File: config.mk
export PLATFORM = sky130hd
export DESIGN_NAME = limbs_to_pow2_radix_digits_flat
export DESIGN_NICKNAME = d
export VERILOG_FILES = /design/src/l2r_pkg.sv /design/src/l2r_in_if.sv /design/src/l2r_out_if.sv /design/src/l2r_engine.sv /design/src/limbs_to_pow2_radix_digits.sv /design/src/flat_wrapper.sv
export VERILOG_INCLUDE_DIRS = /design/src /design/src/src
export SDC_FILE = /design/constraint.sdc
export NUM_CORES = 1
export LEC_CHECK = 0
export BUFFER_PORTS_ARGS = -buffer_cell sky130_fd_sc_hd__buf_4
export CAP_MARGIN = 40
export CELL_PAD_IN_SITES_DETAIL_PLACEMENT = 1
export CELL_PAD_IN_SITES_GLOBAL_PLACEMENT = 1
export CORE_UTILIZATION = 30
export CTS_CLUSTER_SIZE = 40
export DETAILED_ROUTE_END_ITERATION = 8
export GPL_ROUTABILITY_DRIVEN = 0
export PLACE_DENSITY = 0.67
export SLEW_MARGIN = 25
export SYNTH_ARGS = -nofsm -noshare
export SYNTH_HDL_FRONTEND = slang
export SYNTH_SLANG_ARGS = --single-unit
File: constraint.sdc
create_clock -name clk -period 11.2 [get_ports clk]
set_input_delay 1.12 -clock clk [delete_from_list [all_inputs] [get_ports clk]]
set_output_delay 1.12 -clock clk [all_outputs]
set_load 0.05 [all_outputs]
File: src/limbs_to_pow2_radix_digits_macros.svh
// Assertion macros used by the radix digit engine RTL.
`ifndef LIMBS_TO_POW2_RADIX_DIGITS_MACROS_SVH
`define LIMBS_TO_POW2_RADIX_DIGITS_MACROS_SVH

// Same-cycle implication, sampled on clk, idle during reset.
`define L2R_ASSERT_IMPL(label, ante, cons) \
  label: assert property (@(posedge clk) disable iff (!rst_n) (ante) |-> (cons)) \
    else $error("l2r assertion failed");

// Next-cycle implication, sampled on clk, idle during reset.
`define L2R_ASSERT_NEXT(label, ante, cons) \
  label: assert property (@(posedge clk) disable iff (!rst_n) (ante) |=> (cons)) \
    else $error("l2r assertion failed");

`endif

File: src/l2r_pkg.sv
// Types, constants and helper functions of the radix digit generator.
package l2r_pkg;

  // Fixed field widths of the channels.
  localparam int LIMB_FIELD_W = 64;
  localparam int DIGIT_W      = 8;
  localparam int DVAL_W       = 5;

  // Register reset values.
  localparam logic [2:0] DIGIT_BITS_RST = 3'd4;
  localparam logic       CHAR_MODE_RST  = 1'b1;

  // Register indexes on the configuration port.
  typedef enum logic {
    REG_DIGIT_BITS = 1'b0,
    REG_CHAR_MODE  = 1'b1
  } reg_idx_t;

  // Engine states.
  typedef enum logic {
    ST_IDLE,
    ST_RUN
  } eng_state_t;

  // Configuration seen by the engine.
  typedef struct packed {
    logic [2:0] bits;
    logic       clear;
  } eng_cfg_t;

  // One digit leaving the engine.
  typedef struct packed {
    logic [DVAL_W-1:0] value;
    logic              last;
  } digit_t;

  // Digit width in use: zero acts as one, six and seven act as five.
  function automatic logic [2:0] eff_digit_bits(input logic [2:0] raw);
    logic [2:0] d;
    d = raw;
    if (raw == 3'd0) begin
      d = 3'd1;
    end else if (raw > 3'd5) begin
      d = 3'd5;
    end
    return d;
  endfunction

  // ASCII character of a digit value: 0-9 then a-v.
  function automatic logic [DIGIT_W-1:0] to_char(input logic [DVAL_W-1:0] v);
    logic [DIGIT_W-1:0] c;
    if (v < 5'd10) begin
      c = 8'h30 + {3'b000, v};
    end else begin
      c = 8'h61 + {3'b000, v} - 8'd10;
    end
    return c;
  endfunction

endpackage

File: src/l2r_in_if.sv
// Input channel: one limb of the number per item.
interface l2r_in_if import l2r_pkg::*; ();
  logic                    valid;
  logic                    ready;
  logic [LIMB_FIELD_W-1:0] limb;
  logic                    last_limb;

  modport source (output valid, output limb, output last_limb, input ready);
  modport sink   (input valid, input limb, input last_limb, output ready);
endinterface

File: src/l2r_out_if.sv
// Result channel: one digit or character per item.
interface l2r_out_if import l2r_pkg::*; ();
  logic               valid;
  logic               ready;
  logic [DIGIT_W-1:0] digit;
  logic               last_digit;

  modport source (output valid, output digit, output last_digit, input ready);
  modport sink   (input valid, input digit, input last_digit, output ready);
endinterface

File: src/l2r_engine.sv
// Digit-serial engine: shifts a limb out one digit per cycle unless stalled, carrying leftover bits.
`include "limbs_to_pow2_radix_digits_macros.svh"

module l2r_engine import l2r_pkg::*; #(
  parameter int LIMB_WIDTH = 64
) (
  input  logic                  clk,
  input  logic                  rst_n,
  input  logic                  in_valid,
  input  logic [LIMB_WIDTH-1:0] in_limb,
  input  logic                  in_last,
  output logic                  in_ready,
  input  eng_cfg_t              cfg,
  output logic                  dig_valid,
  output digit_t                dig,
  input  logic                  dig_ready
);

  localparam int RW = $clog2(LIMB_WIDTH + 1);

  eng_state_t            state_r, state_nxt;
  logic [LIMB_WIDTH-1:0] x_r, x_nxt;
  logic [RW-1:0]         rest_r, rest_nxt;
  logic                  top_r, top_nxt;
  logic [3:0]            pb_r, pb_nxt;
  logic [2:0]            pc_r, pc_nxt;

  logic [2:0]            take;
  logic [DVAL_W-1:0]     take_mask;
  logic [3:0]            pb_m;
  logic [LIMB_WIDTH-1:0] x_shift;
  logic                  more;
  logic                  emit;
  logic                  park;
  logic                  fire;

  // Digit assembly: pending bits below, fresh limb bits above them.
  always_comb begin
    take      = cfg.bits - pc_r;
    take_mask = DVAL_W'((6'd1 << take) - 6'd1);
    pb_m      = pb_r & 4'((5'd1 << pc_r) - 5'd1);
    x_shift   = x_r >> take;
    more      = rest_r >= RW'(take);
    emit      = (state_r == ST_RUN) && (top_r || more);
    park      = (state_r == ST_RUN) && !top_r && !more;
    fire      = emit && dig_ready;
    dig.value = {1'b0, pb_m} | DVAL_W'((x_r[DVAL_W-1:0] & take_mask) << pc_r);
    dig.last  = top_r && (x_shift == '0);
  end

  // Next state.
  always_comb begin
    state_nxt = state_r;
    unique case (state_r)
      ST_IDLE: begin
        if (in_valid) begin
          state_nxt = ST_RUN;
        end
      end
      ST_RUN: begin
        if (park || (fire && dig.last)) begin
          state_nxt = ST_IDLE;
        end
      end
      default: state_nxt = ST_IDLE;
    endcase
  end

  // Handshake outputs.
  always_comb begin
    in_ready  = (state_r == ST_IDLE);
    dig_valid = emit;
  end

  // Datapath next values.
  always_comb begin
    x_nxt    = x_r;
    rest_nxt = rest_r;
    top_nxt  = top_r;
    pb_nxt   = pb_r;
    pc_nxt   = pc_r;
    priority if (in_valid && in_ready) begin
      x_nxt    = in_limb;
      rest_nxt = RW'(LIMB_WIDTH);
      top_nxt  = in_last;
    end else if (cfg.clear) begin
      pb_nxt = 4'd0;
      pc_nxt = 3'd0;
    end else if (park) begin
      pb_nxt = x_r[3:0];
      pc_nxt = rest_r[2:0];
    end else if (fire) begin
      x_nxt    = x_shift;
      rest_nxt = rest_r - RW'(take);
      pc_nxt   = 3'd0;
      if (dig.last) begin
        pb_nxt = 4'd0;
      end
    end else begin
      // Idle or stalled: the shift register keeps its contents.
      x_nxt = x_r;
    end
  end

  // Control registers.
  always_ff @(posedge clk) begin
    if (!rst_n) begin
      state_r <= ST_IDLE;
      pb_r    <= 4'd0;
      pc_r    <= 3'd0;
    end else begin
      state_r <= state_nxt;
      pb_r    <= pb_nxt;
      pc_r    <= pc_nxt;
    end
  end

  // Shift register and bit counter.
  always_ff @(posedge clk) begin
    x_r    <= x_nxt;
    rest_r <= rest_nxt;
    top_r  <= top_nxt;
  end

  // Checks on the engine's own sequencing.
  `L2R_ASSERT_IMPL(a_pending_fits, state_r == ST_RUN, pc_r < cfg.bits)
  `L2R_ASSERT_NEXT(a_last_ends, fire && dig.last, state_r == ST_IDLE && pc_r == 3'd0)
  `L2R_ASSERT_IMPL(a_inner_not_last, dig_valid && !top_r, !dig.last)
  `L2R_ASSERT_NEXT(a_accept_runs, in_valid && in_ready, state_r == ST_RUN)

endmodule

File: src/limbs_to_pow2_radix_digits.sv
// Top level: configuration registers, digit engine and output register.
//
// Takes the limbs of an unsigned big integer, least significant first, and emits its
// digits in base 2^digit_bits least significant first, as raw values or ASCII, with
// the top digit marked and no leading zeros. A limb is accepted while the engine is idle,
// then the shift register produces one digit per cycle unless the output stalls: a top
// limb yields digits up to its highest set bit, an inner limb yields its full digits and
// then parks its leftover bits for the next limb. The output register stalls the engine
// while a digit waits.
module limbs_to_pow2_radix_digits import l2r_pkg::*; #(
  parameter int LIMB_WIDTH = 64
) (
  input  logic        clk,
  input  logic        rst_n,
  l2r_in_if.sink      in_ch,
  l2r_out_if.source   out_ch,
  input  logic        cfg_psel,
  input  logic        cfg_penable,
  input  logic        cfg_pwrite,
  input  logic [2:0]  cfg_paddr,
  input  logic [31:0] cfg_pwdata,
  output logic [31:0] cfg_prdata,
  output logic        cfg_pready
);

  logic [2:0]         digit_bits_r;
  logic               char_mode_r;
  logic               out_valid_r;
  logic [DIGIT_W-1:0] out_digit_r;
  logic               out_last_r;

  reg_idx_t           reg_idx;
  logic               cfg_wr;
  eng_cfg_t           eng_cfg;
  logic               dig_valid;
  digit_t             dig;
  logic               dig_ready;

  // Register decode.
  assign cfg_pready = 1'b1;
  assign reg_idx    = reg_idx_t'(cfg_paddr[2]);
  assign cfg_wr     = cfg_psel && cfg_penable && cfg_pwrite && cfg_pready;

  always_comb begin
    unique case (reg_idx)
      REG_DIGIT_BITS: cfg_prdata = {29'd0, digit_bits_r};
      REG_CHAR_MODE:  cfg_prdata = {31'd0, char_mode_r};
      default:        cfg_prdata = 32'd0;
    endcase
  end

  // Configuration registers.
  always_ff @(posedge clk) begin
    if (!rst_n) begin
      digit_bits_r <= DIGIT_BITS_RST;
      char_mode_r  <= CHAR_MODE_RST;
    end else if (cfg_wr) begin
      unique case (reg_idx)
        REG_DIGIT_BITS: digit_bits_r <= cfg_pwdata[2:0];
        REG_CHAR_MODE:  char_mode_r  <= cfg_pwdata[0];
        default: ;
      endcase
    end
  end

  // A new digit width abandons any leftover bits.
  assign eng_cfg.bits  = eff_digit_bits(digit_bits_r);
  assign eng_cfg.clear = cfg_wr && (reg_idx == REG_DIGIT_BITS);

  l2r_engine #(
    .LIMB_WIDTH (LIMB_WIDTH)
  ) u_engine (
    .clk       (clk),
    .rst_n     (rst_n),
    .in_valid  (in_ch.valid),
    .in_limb   (in_ch.limb[LIMB_WIDTH-1:0]),
    .in_last   (in_ch.last_limb),
    .in_ready  (in_ch.ready),
    .cfg       (eng_cfg),
    .dig_valid (dig_valid),
    .dig       (dig),
    .dig_ready (dig_ready)
  );

  // Output register: loads when empty or being drained.
  assign dig_ready = !out_valid_r || out_ch.ready;

  always_ff @(posedge clk) begin
    if (!rst_n) begin
      out_valid_r <= 1'b0;
    end else if (dig_ready) begin
      out_valid_r <= dig_valid;
    end
  end

  always_ff @(posedge clk) begin
    if (dig_valid && dig_ready) begin
      out_digit_r <= char_mode_r ? to_char(dig.value) : {3'b000, dig.value};
      out_last_r  <= dig.last;
    end
  end

  assign out_ch.valid      = out_valid_r;
  assign out_ch.digit      = out_digit_r;
  assign out_ch.last_digit = out_last_r;

endmodule

File: src/flat_wrapper.sv
// flat-port wrapper written by rule: the top's interface ports become plain ports
module limbs_to_pow2_radix_digits_flat import l2r_pkg::*;
#(
  parameter int LIMB_WIDTH = 64
)
  (clk, rst_n, cfg_psel, cfg_penable, cfg_pwrite, cfg_paddr, cfg_pwdata, cfg_prdata, cfg_pready, in_ch_valid, in_ch_limb, in_ch_last_limb, in_ch_ready, out_ch_valid, out_ch_digit, out_ch_last_digit, out_ch_ready);
  l2r_in_if in_ch_i ();
  l2r_out_if out_ch_i ();
  input  logic clk;
  input  logic rst_n;
  input  logic cfg_psel;
  input  logic cfg_penable;
  input  logic cfg_pwrite;
  input  logic [2:0] cfg_paddr;
  input  logic [31:0] cfg_pwdata;
  output logic [31:0] cfg_prdata;
  output logic cfg_pready;
  input wire logic [$bits(in_ch_i.valid)-1:0] in_ch_valid;
  input wire logic [$bits(in_ch_i.limb)-1:0] in_ch_limb;
  input wire logic [$bits(in_ch_i.last_limb)-1:0] in_ch_last_limb;
  output wire logic [$bits(in_ch_i.ready)-1:0] in_ch_ready;
  output wire logic [$bits(out_ch_i.valid)-1:0] out_ch_valid;
  output wire logic [$bits(out_ch_i.digit)-1:0] out_ch_digit;
  output wire logic [$bits(out_ch_i.last_digit)-1:0] out_ch_last_digit;
  input wire logic [$bits(out_ch_i.ready)-1:0] out_ch_ready;
  assign in_ch_i.valid = in_ch_valid;
  assign in_ch_i.limb = in_ch_limb;
  assign in_ch_i.last_limb = in_ch_last_limb;
  assign in_ch_ready = in_ch_i.ready;
  assign out_ch_valid = out_ch_i.valid;
  assign out_ch_digit = out_ch_i.digit;
  assign out_ch_last_digit = out_ch_i.last_digit;
  assign out_ch_i.ready = out_ch_ready;
  limbs_to_pow2_radix_digits #(.LIMB_WIDTH(LIMB_WIDTH)) u_core (.clk(clk), .rst_n(rst_n), .in_ch(in_ch_i), .out_ch(out_ch_i), .cfg_psel(cfg_psel), .cfg_penable(cfg_penable), .cfg_pwrite(cfg_pwrite), .cfg_paddr(cfg_paddr), .cfg_pwdata(cfg_pwdata), .cfg_prdata(cfg_prdata), .cfg_pready(cfg_pready));
endmodule
==> impl_metrics.csv <==
group,metric,value,unit
cells_and_area,drive_above_1_share,0.213,
synth,synth_area,0.00715,mm2
critical_path,critPathMaxFanout,44,
sta,slew_violations,0,
cells_and_area,syn2layout_area_growth,16.3,%
critical_path,cpMaxStageDelayCell,"fa_4",
cells_and_area,fillers,2735,
power_and_ir_drop,power_density,155,mW/mm2
cts,cts_buffers,9,
cells_and_area,num-nets-final,917,
cts,root_buffer,"clkbuf_16",
power_and_ir_drop,vdd_drop_max,0.0554,mV
sta,hold_viol_final,0,
critical_path,crit_chain,"nand2b_1 -> a21oi_1 -> ha_4 -> fa_4 -> buf_4 -> mux4_2 -> nor4_1 -> a32oi_1 -> a2111oi_4 -> a41oi_2 -> a22o_1",
floorplan,io_pins,151,
critical_path,cp_top_family,"compound AO/OA/AOI/OAI gates",
cts,post-cts-setup-buffers,0,
cells_and_area,n_antenna_cell,0,
placement,dp_slack,5.95,ns
sta,rsz0062_at_grt,"no",
synth,avgSynthCellArea,9.51,um2
cts,cts_tree,"done",
floorplan,die_x,156,um
detailed_routing,via_per_inst,5.38,
cts,hold_buffers,0,
hold_path,min-delay-start,"u_core.u_engine.rest_r[5]",
floorplan,start_util,0.306,
cts,clockBufferDepth,2,
floorplan,die_h,156,um
floorplan,rows,56,
critical_path,regToRegSetupSlack,6.25,ns
critical_path,r2r.worst_path.cells,11,
synth,yosysWarnings,0,
detailed_routing,drt_iter0_drc,496,
global_routing,antenna_found_initial,0,
global_routing,grt_pass1_vias,5978,
cells_and_area,layout_common_cells,"131 x nand2_1, 95 x buf_4, 89 x nor2_1",
floorplan,coreArea,0.0234,mm2
sta,postLayoutSetupSlackWorst,6.25,ns
critical_path,worstPathRequired,11.44,ns
critical_path,slowest_delay,1.14,ns
cts,cts_resized,0,
global_routing,grt_overflow,0,
critical_path,worst_r2r_endpoint,"u_core.u_engine.pb_r[0]",
synth,synth_cells,752,
synth,synthFlopType,"edfxtp_1",
cts,worstSkewPairLatency,0.36,ns
sta,min_period,4.95,ns
sta,clock_skew,0.0113,ns
synth,ys_ff_latch,93,
critical_path,r2r_start,"u_core.digit_bits_r[2]",
sta,holdWs,0.459,ns
global_routing,track_usage,0.178,
cts,clk_pin_slew,0.07,ns
sta,post-route-period-util,0.442,
floorplan,dieArea,0.0245,mm2
global_routing,grt_pass1_wl,33.5,mm
cells_and_area,layout_commonest_cell,"nand2_1",
synth,synthArstFlopShare,0,
detailed_routing,ant_nets,0,
detailed_routing,wl_per_cell,19.0,um
status,status,"finished clean",
sta,slew_headroom,0.546,
hold_path,hold_path.class,"register to register",
detailed_routing,drt_first_pass_iters,5,
cts,h-tree-depth,3,
sta,worst_slew_pin_slew,0.680,ns
synth,ys_types,69,
synth,ys_seq_area_frac,0.362,
placement,place_hpwl,14.8,mm
sta,clock.fmax,202,MHz
hold_path,min_to,"u_core.u_engine.rest_r[5]",
detailed_routing,wl,21.4,mm
detailed_routing,vias,6063,
hold_path,whs_path_depth,1,
job,maxCapViolations,0,
power_and_ir_drop,p_leak,3.32,nW
detailed_routing,drc,0,
placement,io_buffers,88,
critical_path,cp_num_buf_inv,1,
sta,setup-tns-final,0,ns
sta,setup_violations,0,
critical_path,cp-end-kind,"register",
critical_path,start_kind,"register",
critical_path,cp_data_arrival_time,5.19,ns
global_routing,grt_start_max_net_pins,102,
cts,cts_sinks,93,
critical_path,worst-setup-path-type,"register to register",
synth,synth_edf_count,73,
[routing by layer]
metal / share of wire / vias up / GRT usage
li1: - / 2843 / -
met1: 0.47 / 3046 / 0.247
met2: 0.47 / 165 / 0.284
met3: 0.050 / 9 / 0.0321
met4: 0.0098 / 0 / 0.0420
met5: 0 / - / 0
[metrics by stage]
step / total power [mW] / utilization / cells / instance area, um2
2_1_floorplan: 0.826 / - / 781 / 7260
3_5_place_dp: 0.955 / 0.339 / 1107 / 7940
3_3_place_gp: 0.942 / 0.338 / 1106 / 7920
4_1_cts: 1.29 / 0.353 / 1123 / 8250
6_report: 1.29 / 0.356 / 1126 / 8320
5_1_grt: 1.35 / 0.356 / 1126 / 8320
[kinds of logic (layout without fill, tap and decap cells)]
group	after synthesis	in the layout	synth area share
XOR/XNOR	6	6	0.00945
other	2	31	0.00105
AND/OR/NAND/NOR	309	309	0.191
AO/OA/AOI/OAI	148	148	0.141
buffers and inverters	102	128	0.0742
flip-flops	93	93	0.362
multiplexers	83	83	0.204
adder cells (fa/ha/maj)	9	9	0.0164
[final cells by class]
type | instances | area, um2 | share of cell area
Inverter | 14 | 52.6 | 0.00632
Tap cell | 319 | 399 | 0.0480
Timing Repair Buffer | 98 | 781 | 0.0938
Sequential cell | 93 | 2590 | 0.312
Multi-Input combinational cell | 586 | 4180 | 0.502
Clock buffer | 14 | 308 | 0.0370
Clock inverter | 2 | 10.0 | 0.00120
[registers in the layout (all words and copies together), names as in the netlist, 3 cells and up]
signal and count:
u_core.u_engine.pb_r 4, u_core.u_engine.pc_r 3, u_core.u_engine.rest_r 7, u_core.digit_bits_r 3
u_core.out_ch.digit 7, u_core.u_engine.x_r 64
[synthesized netlist by cell type, drive strengths merged, types with 2 or more instances]
master | number | area [um2]
dfxtp | 20 | 400
mux2i | 29 | 290
nor2 | 89 | 334
mux4 | 48 | 1100
nand2 | 133 | 499
a2111oi | 2 | 55.1
or2 | 4 | 25.0
o21a | 4 | 30.0
nor2b | 8 | 50.1
edfxtp | 73 | 2190
xnor2 | 3 | 26.3
ha | 7 | 87.6
and3 | 3 | 18.8
a22o | 4 | 35.0
a21oi | 26 | 130
inv | 14 | 52.6
a22oi | 6 | 45.0
o221ai | 2 | 17.5
a31oi | 51 | 319
a21o | 3 | 22.5
conb | 2 | 7.51
o31ai | 4 | 30.0
xor2 | 2 | 17.5
nand3 | 21 | 105
o21ai | 21 | 105
mux2 | 6 | 67.6
nor3 | 14 | 70.1
a41oi | 2 | 25.0
o211a | 2 | 20.0
nand4 | 6 | 37.5
buf | 55 | 354
clkbuf | 33 | 124
a21boi | 5 | 37.5
nand3b | 3 | 22.5
o31a | 3 | 26.3
nor4 | 11 | 75.1
nor4b | 2 | 17.5
o2111ai | 3 | 26.3
and2 | 2 | 12.5
nand2b | 8 | 50.1
[worst max-delay path by stage]
stage / start / endpoint / slack, ns / depth (start not counted)
after floorplan: u_core.digit_bits_r[2] / u_core.u_engine.x_r[0] / 6.10 / 15
after global placement: u_core.digit_bits_r[2] / u_core.u_engine.x_r[34] / 6.03 / 14
after detailed placement: u_core.digit_bits_r[2] / u_core.u_engine.x_r[34] / 5.95 / 14
after CTS: u_core.digit_bits_r[2] / u_core.u_engine.x_r[39] / 5.94 / 14
after global routing: u_core.digit_bits_r[2] / u_core.u_engine.pb_r[3] / 5.97 / 11
final: u_core.digit_bits_r[2] / u_core.u_engine.pb_r[0] / 6.25 / 11
[report_power, final]
group	internal (mW)	total, mW	switching [mW]
registers	0.456	0.515	0.0592
clock network	0.191	0.333	0.142
logic	0.180	0.439	0.258
Note: power is estimated with default switching activity, not from simulation.
